[src/hw/rtl/bse_pkg.sv]
// Package for the bubble sort engine: sizes, payload structs, store port struct.
// No dependencies.
package bse_pkg;

	localparam int ENTRIES = 16;
	localparam int IDX_W   = $clog2(ENTRIES);
	localparam int CNT_W   = $clog2(ENTRIES + 1);

	typedef struct packed {
		logic signed [31:0] value;
		logic               last_in;
	} in_item_t;

	typedef struct packed {
		logic signed [31:0] sorted_value;
		logic               last_out;
		logic               overflow;
	} out_item_t;

	typedef struct packed {
		logic               we;
		logic [IDX_W-1:0]   waddr;
		logic signed [31:0] wdata;
		logic               re;
		logic [IDX_W-1:0]   raddr;
	} store_req_t;

endpackage

[src/hw/rtl/bse_store.sv]
// Element store: one write port, one read port with registered read data.
// Depends on bse_pkg.
module bse_store import bse_pkg::*; (
	input  logic               clk,
	input  store_req_t         req,
	output logic signed [31:0] rd_data_q
);

	logic [31:0] mem [ENTRIES];

	always_ff @(posedge clk) begin
		if (req.we) begin
			mem[req.waddr] <= req.wdata;
		end
		if (req.re) begin
			rd_data_q <= $signed(mem[req.raddr]);
		end
	end

endmodule

[src/hw/rtl/bse_seq.sv]
// Sequencer: collects the set, runs bubble passes through one comparator,
// then reads the sorted store out. Depends on bse_pkg.
module bse_seq import bse_pkg::*; (
	input  logic               clk,
	input  logic               arst_n,
	input  logic               in_valid,
	input  in_item_t           in_item,
	output logic               in_ready,
	output store_req_t         req,
	input  logic signed [31:0] rd_data,
	output logic               emit_load,
	output out_item_t          emit_item,
	input  logic               out_taken
);

	typedef enum logic [2:0] {
		S_IDLE,
		S_PASS_START,
		S_PASS_FIRST,
		S_SCAN,
		S_PASS_END,
		S_EMIT_RD,
		S_EMIT_LD,
		S_EMIT_WAIT
	} state_t;

	state_t             state_q;
	logic [IDX_W-1:0]   idx_q;
	logic [IDX_W-1:0]   end_q;
	logic [CNT_W-1:0]   count_q;
	logic               drop_q;
	logic signed [31:0] carry_q;

	logic             in_acc;
	logic             has_room;
	logic [CNT_W-1:0] n_final;
	logic             swap;
	logic             scan_done;
	logic             is_last;

	assign in_ready  = (state_q == S_IDLE);
	assign in_acc    = in_valid && in_ready;
	assign has_room  = (count_q < CNT_W'(ENTRIES));
	assign n_final   = has_room ? count_q + CNT_W'(1) : count_q;
	// strictly greater only, so equal values keep arrival order
	assign swap      = (carry_q > rd_data);
	assign scan_done = ((CNT_W'(idx_q) + CNT_W'(1)) == CNT_W'(end_q));
	assign is_last   = ((CNT_W'(idx_q) + CNT_W'(1)) == count_q);

	always_comb begin
		req       = '0;
		emit_load = 1'b0;
		emit_item.sorted_value = rd_data;
		emit_item.last_out     = is_last;
		emit_item.overflow     = drop_q;
		case (state_q)
			S_IDLE: begin
				req.we    = in_acc && has_room;
				req.waddr = count_q[IDX_W-1:0];
				req.wdata = in_item.value;
			end
			S_PASS_START: begin
				req.re    = 1'b1;
				req.raddr = '0;
			end
			S_PASS_FIRST: begin
				req.re    = 1'b1;
				req.raddr = IDX_W'(1);
			end
			S_SCAN: begin
				// the larger value travels on in carry_q, the smaller is written back
				req.we    = 1'b1;
				req.waddr = idx_q;
				req.wdata = swap ? rd_data : carry_q;
				req.re    = !scan_done;
				req.raddr = idx_q + IDX_W'(2);
			end
			S_PASS_END: begin
				req.we    = 1'b1;
				req.waddr = end_q;
				req.wdata = carry_q;
			end
			S_EMIT_RD: begin
				req.re    = 1'b1;
				req.raddr = idx_q;
			end
			S_EMIT_LD: begin
				emit_load = 1'b1;
			end
			S_EMIT_WAIT: begin
				req.re    = out_taken && !is_last;
				req.raddr = idx_q + IDX_W'(1);
			end
			default: begin
				req = '0;
			end
		endcase
	end

	always_ff @(posedge clk or negedge arst_n) begin
		if (!arst_n) begin
			state_q <= S_IDLE;
			idx_q   <= '0;
			end_q   <= '0;
			count_q <= '0;
			drop_q  <= 1'b0;
			carry_q <= '0;
		end else begin
			case (state_q)
				S_IDLE: begin
					if (in_acc) begin
						if (has_room) begin
							count_q <= count_q + CNT_W'(1);
						end else begin
							drop_q <= 1'b1;
						end
						if (in_item.last_in) begin
							idx_q <= '0;
							end_q <= IDX_W'(n_final - CNT_W'(1));
							if (n_final < CNT_W'(2)) begin
								state_q <= S_EMIT_RD;
							end else begin
								state_q <= S_PASS_START;
							end
						end
					end
				end
				S_PASS_START: begin
					state_q <= S_PASS_FIRST;
				end
				S_PASS_FIRST: begin
					carry_q <= rd_data;
					idx_q   <= '0;
					state_q <= S_SCAN;
				end
				S_SCAN: begin
					if (!swap) begin
						carry_q <= rd_data;
					end
					if (scan_done) begin
						state_q <= S_PASS_END;
					end else begin
						idx_q <= idx_q + IDX_W'(1);
					end
				end
				S_PASS_END: begin
					idx_q <= '0;
					if (end_q == IDX_W'(1)) begin
						state_q <= S_EMIT_RD;
					end else begin
						end_q   <= end_q - IDX_W'(1);
						state_q <= S_PASS_START;
					end
				end
				S_EMIT_RD: begin
					state_q <= S_EMIT_LD;
				end
				S_EMIT_LD: begin
					state_q <= S_EMIT_WAIT;
				end
				S_EMIT_WAIT: begin
					if (out_taken) begin
						if (is_last) begin
							count_q <= '0;
							drop_q  <= 1'b0;
							state_q <= S_IDLE;
						end else begin
							idx_q   <= idx_q + IDX_W'(1);
							state_q <= S_EMIT_LD;
						end
					end
				end
				default: begin
					state_q <= S_IDLE;
				end
			endcase
		end
	end

endmodule

[src/hw/rtl/bubble_sort_engine.sv]
// While collecting, in_ready stays high, so input transactions are accepted back to back. A
// collected set then sorts in bubble passes, one compare each cycle through the shared comparator
// and the single-port-read store, then reads the first result from the store and loads each
// further result into the output register only after the previous one is taken.
// Not ready from the final input until the last result is taken.
// Reset clears state, element count, overflow flag and output valid; the store is not cleared.
module bubble_sort_engine import bse_pkg::*; (
	input  logic      clk,
	input  logic      arst_n,
	input  logic      in_valid,
	output logic      in_ready,
	input  in_item_t  in_item,
	output logic      out_valid,
	input  logic      out_ready,
	output out_item_t out_item
);

	store_req_t         req;
	logic signed [31:0] rd_data_q;
	logic               emit_load;
	out_item_t          emit_item;
	logic               out_taken;
	logic               out_valid_q;
	out_item_t          out_item_q;

	assign out_taken = out_valid_q && out_ready;
	assign out_valid = out_valid_q;
	assign out_item  = out_item_q;

	bse_store u_store (
		.clk       (clk),
		.req       (req),
		.rd_data_q (rd_data_q)
	);

	bse_seq u_seq (
		.clk       (clk),
		.arst_n    (arst_n),
		.in_valid  (in_valid),
		.in_item   (in_item),
		.in_ready  (in_ready),
		.req       (req),
		.rd_data   (rd_data_q),
		.emit_load (emit_load),
		.emit_item (emit_item),
		.out_taken (out_taken)
	);

	// output register
	always_ff @(posedge clk or negedge arst_n) begin
		if (!arst_n) begin
			out_valid_q <= 1'b0;
		end else if (emit_load) begin
			out_valid_q <= 1'b1;
		end else if (out_taken) begin
			out_valid_q <= 1'b0;
		end
	end

	always_ff @(posedge clk) begin
		if (emit_load) begin
			out_item_q <= emit_item;
		end
	end

endmodule

[config.mk]
export PLATFORM = sky130hd
export DESIGN_NAME = bubble_sort_engine
export DESIGN_NICKNAME = d
export VERILOG_FILES = /design/src/hw/rtl/bse_pkg.sv /design/src/hw/rtl/bse_store.sv /design/src/hw/rtl/bse_seq.sv /design/src/hw/rtl/bubble_sort_engine.sv
export SDC_FILE = /design/constraint.sdc
export NUM_CORES = 1
export LEC_CHECK = 0
export CORE_UTILIZATION = 40
export CTS_CLUSTER_SIZE = 25
export DETAILED_ROUTE_END_ITERATION = 10
export DONT_BUFFER_PORTS = 1
export GPL_TIMING_DRIVEN = 1
export PLACE_DENSITY_LB_ADDON = 0.15
export SLEW_MARGIN = 20
export SYNTH_ARGS = -nofsm -noshare
export SYNTH_HDL_FRONTEND = slang
export SYNTH_HIERARCHICAL = 1
export SYNTH_SLANG_ARGS = --single-unit
[constraint.sdc]
create_clock -name clk -period 5.3 [get_ports clk]
set_input_delay 1.325 -clock clk [delete_from_list [all_inputs] [get_ports clk]]
set_output_delay 1.325 -clock clk [all_outputs]
set_load 0.01 [all_outputs]
==> results of run 1 <==
layer usage:
| metal | up-vias | global-route usage | part of all wire |
|---|---|---|---|
| met5 | - | 0 | 0.00042 |
| met2 | 342 | 0.3206 | 0.48 |
| li1 | 5525 | - | - |
| met3 | 92 | 0.04367 | 0.053 |
| met1 | 7031 | 0.2857 | 0.45 |
| met4 | 4 | 0.05140 | 0.021 |
final cells by class:
class | count | area (um2)
clock inverters | 20 | 182.7
well taps | 846 | 1059
fillers | 5355 | 34360
multi-input cells | 595 | 6534
repair buffers | 41 | 445.4
flip-flops and latches | 628 | 18610
clock buffers | 100 | 1964
inverters | 41 | 153.9
worst paths after layout:
check                                             startpoint                            end  slack (ns)  depth (start not counted)
worst max-delay path            u_seq/state_q[0]$_DFFE_PN0P_    u_store/mem[9][5]$_DFFE_PP_        0.65                          7
worst min-delay path                                  arst_n  u_seq/carry_q[26]$_DFFE_PN0P_        0.42                          0
worst max register to register  u_seq/state_q[0]$_DFFE_PN0P_    u_store/mem[9][5]$_DFFE_PP_        0.65                          7
worst min register to register      u_seq/drop_q$_DFFE_PN0P_          out_item[0]$_DFFE_PP_        0.45                          0
max in group asynchronous                             arst_n     u_seq/idx_q[2]$_DFFE_PN0P_        4.75                          0
min in group clk                    u_seq/drop_q$_DFFE_PN0P_          out_item[0]$_DFFE_PP_        0.45                          0
synthesized netlist by cell type, types with 2 or more instances:
library cell / instances
nor3b_1: 2
nor4_1: 3
mux2_1: 3
a31oi_1: 2
and2_1: 33
or3_1: 2
a221o_1: 32
buf_6: 4
mux2_2: 30
nand3b_1: 4
o22ai_1: 2
nand4_1: 9
xor2_1: 6
buf_4: 46
and3_1: 3
nor2b_1: 10
or3b_2: 2
a2bb2oi_1: 2
edfxtp_1: 578
ha_1: 38
o31ai_1: 6
dfrtp_1: 50
inv_1: 41
mux4_2: 128
mux2i_1: 3
a211o_1: 2
buf_2: 13
nand2b_1: 8
nand3_1: 7
nor2_1: 31
a21oi_1: 22
a32oi_1: 4
nand2_1: 63
nor3_1: 11
xnor2_1: 7
clkbuf_1: 34
o21ai_0: 21
buf_1: 10
a221oi_1: 2
a22oi_1: 70
cell usage in the layout, fill, tap and decap left out, types with 11 or more instances in the layout:
cell type,count
clkbuf_1,20
buf_12,11
a221o_1,32
buf_4,30
and2_1,32
edfxtp_1,578
dfrtp_1,50
nand2_1,63
nor2_4,14
a21oi_1,22
inv_1,41
mux4_2,128
o21ai_0,20
clkbuf_16,70
nor2_1,17
ha_1,38
mux2_2,30
a22oi_1,70
state kept, by name, indices dropped and copies added (netlist names):
name / count
u_seq/drop_q: 1
u_seq/carry_q: 32
u_seq/end_q: 4
u_seq/state_q: 3
u_store/rd_data_q: 32
u_seq/count_q: 5
u_seq/idx_q: 4
u_store/mem: 512
out_valid: 1
out_item: 34
report_power, final:
part / switching, mW / internal [mW] / leakage (nW)
Sequential: 0 / 5.33 / 7.05
Combinational: 0.000806 / 0.000765 / 2.64
Clock: 1.85 / 2.71 / 1.05
Total: 1.85 / 8.04 / 10.8
per-stage QoR:
stage,utilization,hold slack (ns),instances
2_1_floorplan,-,0.4637,1371
3_3_place_gp,0.4233,0.4390,2151
3_5_place_dp,0.4233,0.4408,2151
4_1_cts,0.4572,0.3886,2271
5_1_grt,0.4572,0.3811,2271
6_report,0.4572,0.4215,2271
worst max-delay path, stage by stage (launching register included):
cell and delay [ns]:
dfrtp_1 0.81, inv_1 0.39, nor2_1 0.84, a22oi_1 0.13, o22ai_1 0.67, nand2b_1 0.43, nor2_4 0.78, buf_12 0.28
logic make-up (layout without fill, tap and decap cells):
kind of cell / Yosys count / in the layout / synth area share
buffers and inverters: 148 / 202 / 0.03012
AOI/OAI and AO/OA: 183 / 183 / 0.05504
muxes: 164 / 164 / 0.1277
DFF: 628 / 628 / 0.7237
and+or+nand+nor: 196 / 196 / 0.03966
adders and majority gates: 38 / 38 / 0.01849
xor gates and xnor gates: 14 / 14 / 0.005304
==> impl_metrics.toml, run 1 <==
[logic_synthesis]
synth-async-reset-ratio = 0.07962
ys_seq_area_frac = 0.7237
synth-seq-cells = 628
yosysTopAreaCell = "edfxtp_1"
syn_area_per_cell_um2 = 18.76
syn_area_um2 = 25710
synth_cell_types = 67
synth_edf_count = 578
syn_nets = 1446
synthCells = 1371
synth.area.top_cells = "edfxtp_1 (68%), mux4_2 (11%), dfrtp_1 (4.9%)"
synth-main-ff-cell = "edfxtp_1"
yosysWarnings = 6
synth_top_area_share = 0.6750

[detailed_routing]
antenna_left = 0
drt-initial-drc-count = 1239
routed_wl_mm = 64.94
wl_per_cell_um = 28.60
dr.pass1.iters = 5
drc = 0
viasPerCell = 5.722
vias = 12990

[worst_setup_path]
arrival_ns = 4.93
critPathKind = "reg2reg"
end_kind = "register"
cp-start-kind = "register"
crit_required_ns = 5.58
worstPathMaxFanout = 18

[run]
cap_violations = 0

[power]
total_power_mw = 9.892
p_leak_nw = 10.75
power_density_nw_per_um2 = 341.7
peakVddDrop_mv = 0.1758

[die]
rows = 92
initial_core_util = 0.4061
pin_count = 73
dieWidth_um = 255.5
die_area_um2 = 65300
core_area_um2 = 63310
die_h_um = 255.5

[placed_design]
placedInstanceArea_um2 = 26800
hpwlAfterDp_mm = 38.06
gp_congestion = 0.8052
place_ws_ns = 0.7255
port-buffer-count = 0

[global_routing]
grt_overflow = 0
grt_max_degree = 81
track_usage = 0.2027
grt_pass1_vias = 13640
grt_pass1_wl_mm = 95.63
antenna_found_initial = 3

[clocking]
cts_resized = 0
holdBufCountCts = 0
post-cts-setup-buffers = 0
clkSinkCount = 628
clk_pin_slew_ns = 0.06
tritoncts = "built"
cts_buffers = 67
cts-root-buf = "clkbuf_16"
clockBufferDepth = 3
htreeDepth = 3
clock_latency_ns = 0.60

[final_layout]
fin_area_um2 = 28950
diodes = 0
num-nets-final = 1449
area_delta_synth_final_pct = 12.57
drive_gt1_frac = 0.2323

[sta]
setup_viol = 0
rsz0062_at_grt = "no"
fin_tns_setup_ns = 0
layout_setup_ws_ns = 0.6478
skew_ns = 0.02344
finalCritPeriodShare = 0.8778
max_freq_mhz = 215.0
slew_headroom = 0.2981
tightest_slew_ns = 1.053
drv_slew = 0
hold_violations = 0
post-route-min-period_ns = 4.652

[outcome]
status = "finished, final reports clean"

[worst_hold_path]
min_path_type = "in2async"
Note: power is estimated with default switching activity, not from simulation.
==> run 2, diff against run 1 <==
ABC_AREA = 1   (was not set)
SETUP_SLACK_MARGIN = 0.4   (was not set)
==> impl_metrics.toml, run 2 <==
[outcome]
status = "finished, final reports clean"

[logic_synthesis]
yosysMostFrequentCell = "nand2_1"
synth_top_area_share = 0.5951
ys_seq_area_frac = 0.6380
yosysWarnings = 6
synth-seq-cells = 628
syn_nets = 3036
syn_area_um2 = 29170
yosysTopAreaCell = "edfxtp_1"
synth.area.top_cells = "edfxtp_1 (60%), nand2_1 (11%), nand3_1 (8.5%)"
synth-main-ff-cell = "edfxtp_1"
synthTopCellsByCount = "nand2_1 (886), edfxtp_1 (578), inv_1 (529)"
syn_area_per_cell_um2 = 9.851
synth_edf_count = 578
synth-async-reset-ratio = 0.07962
synthCells = 2961
synth_cell_types = 37

[final_layout]
area_delta_synth_final_pct = 10.24
largest_reg_flops = 512
regMostFlops = "u_store/mem"
layout_commonest_cell = "nand2_1"
final_util = 0.4475
n_fill_cell = 6780
layoutNonFillerInstCount = 3907
final_cell_mix = "nand2_1 (886), edfxtp_1 (578), inv_1 (528)"
num-nets-final = 2979
drive_gt1_frac = 0.06195

[detailed_routing]
dr.pass1.iters = 5
antenna_left = 0
drt-initial-drc-count = 1651
viasPerCell = 5.120
wl_per_cell_um = 20.44
routed_wl_mm = 79.87
drc = 0
vias = 20000

[power]
peakVddDrop_mv = 0.5538
swShare = 0.4339
p_comb_frac = 0.431
p_leak_nw = 13.85
clockPowerShare = 0.211
p_int_mw = 12.65
power_switching_mw = 9.699
seqPwrFrac = 0.358
power_density_nw_per_um2 = 695.1

[global_routing]
antenna_found_initial = 1
grt_overflow = 0
grt_max_degree = 129
grt_pass1_vias = 19120
track_usage = 0.2161
grt_pass1_wl_mm = 120.4

[die]
rows = 98
die_area_um2 = 74000
die_h_um = 272.0
dieWidth_um = 272.0
initial_core_util = 0.4059
pin_count = 73
core_area_um2 = 71850

[worst_setup_path]
worstPathMaxFanout = 34
reg2reg_to = "u_store/mem[3][30]$_DFFE_PP_"
end_kind = "register"
r2r_cells = 12
cp_slowest_cell = "edfxtp_1"
worstPathCellList = "inv_1 -> ha_1 -> nand2_1 -> nor2_1 -> nand4_1 -> nor2_1 -> nand4_2 -> buf_4 -> nand3_4 -> nand2_1 -> nand3_1 -> nand2_1"
r2r_slack_ns = 1.57
startpoint = "u_store/rd_data_q[23]$_DFFE_PP_"
r2r-start = "u_store/rd_data_q[23]$_DFFE_PP_"
arrival_ns = 3.90
slowest_delay_ns = 0.58
timing.critical_path.mode_cell = "nand2_1"
crit_required_ns = 5.47
cp-start-kind = "register"
critPathKind = "reg2reg"

[clocking]
clockBufferDepth = 3
clk_pin_slew_ns = 0.06
cts_buffers = 68
htreeDepth = 3
post-cts-setup-buffers = 0
clock_latency_ns = 0.61
cts-root-buf = "clkbuf_16"
holdBufCountCts = 0
cts_resized = 0
tritoncts = "built"
clkSinkCount = 628

[placed_design]
port-buffer-count = 0
gp_congestion = 0.8887
dp_cells = 3782
hpwlAfterDp_mm = 46.98

[sta]
hold_ws_ns = 0.4112
finalCritPeriodShare = 0.7039
fin_tns_setup_ns = 0
setup_viol = 0
drv_slew = 0
post-route-min-period_ns = 3.731
rsz0062_at_grt = "no"
max_freq_mhz = 268.0
tightest_slew_ns = 1.109
skew_ns = 0.01894
hold_violations = 0
slew_headroom = 0.2594

[run]
cap_violations = 0

[worst_hold_path]
min_path_type = "in2async"
-- run 2: power groups by stage --
stage / registers (mW) / logic (mW) / clock network (mW)
final: 8.00 / 9.63 / 4.72
after global routing: 8.06 / 10.7 / 4.99
after CTS: 7.99 / 9.67 / 4.83
after floorplan: 7.77 / 7.10 / 0
after detailed placement: 8.09 / 9.63 / 0
after global placement: 8.08 / 9.49 / 0
-- run 2: cell families after synthesis --
logic type      after synthesis  share of synthesized area
xor+xnor                      9                   0.002702
flops                       628                     0.6380
buf+inv                     707                     0.1068
compound gates               93                    0.01784
simple gates               1486                     0.2184
fa+ha+maj                    38                    0.01630
-- run 2: worst max-delay path by stage --
stage	to	cells past startpoint	slack, ns
3_3_place_gp	u_store/mem[8][8]$_DFFE_PP_	5	1.62
5_1_grt	u_store/mem[8][6]$_DFFE_PP_	7	1.36
6_report	u_store/mem[3][30]$_DFFE_PP_	12	1.57
3_5_place_dp	u_store/mem[8][6]$_DFFE_PP_	5	1.56
2_1_floorplan	u_store/mem[12][0]$_DFFE_PP_	4	1.65
4_1_cts	u_store/mem[3][10]$_DFFE_PP_	12	1.62
-- run 2: final cells by class --
| cell class | instances | area [um2] | share of cell area |
|---|---|---|---|
| diodes | 3 | 7.507 | 0.0002335 |
| clock buffers | 88 | 1861 | 0.05786 |
| clock inverters | 32 | 327.8 | 0.01019 |
| inverters | 532 | 2007 | 0.06241 |
| multi-input cells | 1626 | 7657 | 0.2381 |
| flip-flops and latches | 628 | 18610 | 0.5787 |
| well taps | 950 | 1189 | 0.03697 |
| repair buffers | 48 | 498.0 | 0.01549 |
-- run 2: per-layer routing --
| layer | wire, um | global-route usage |
|---|---|---|
| met4 | 2131 | 0.07215 |
| met2 | 36240 | 0.3392 |
| met5 | 0 | 0 |
| met3 | 4372 | 0.02997 |
| met1 | 37120 | 0.3084 |
-- run 2: through the flow --
step | worst slack, ns | power [mW] | instance area (um2)
after floorplan | 1.649 | 14.87 | 29170
after global placement | 1.624 | 17.57 | 29920
after detailed placement | 1.559 | 17.72 | 29920
after CTS | 1.625 | 22.49 | 32110
after global routing | 1.359 | 23.78 | 32150
final | 1.569 | 22.35 | 32150
-- run 2: critical path: cells and delay by family, from the launching register on --
kind / cells / cell delay (ns)
adders and majority gates: 1 / 0.31
buffers and inverters: 2 / 0.42
and+or+nand+nor: 9 / 1.94
DFF: 1 / 0.58
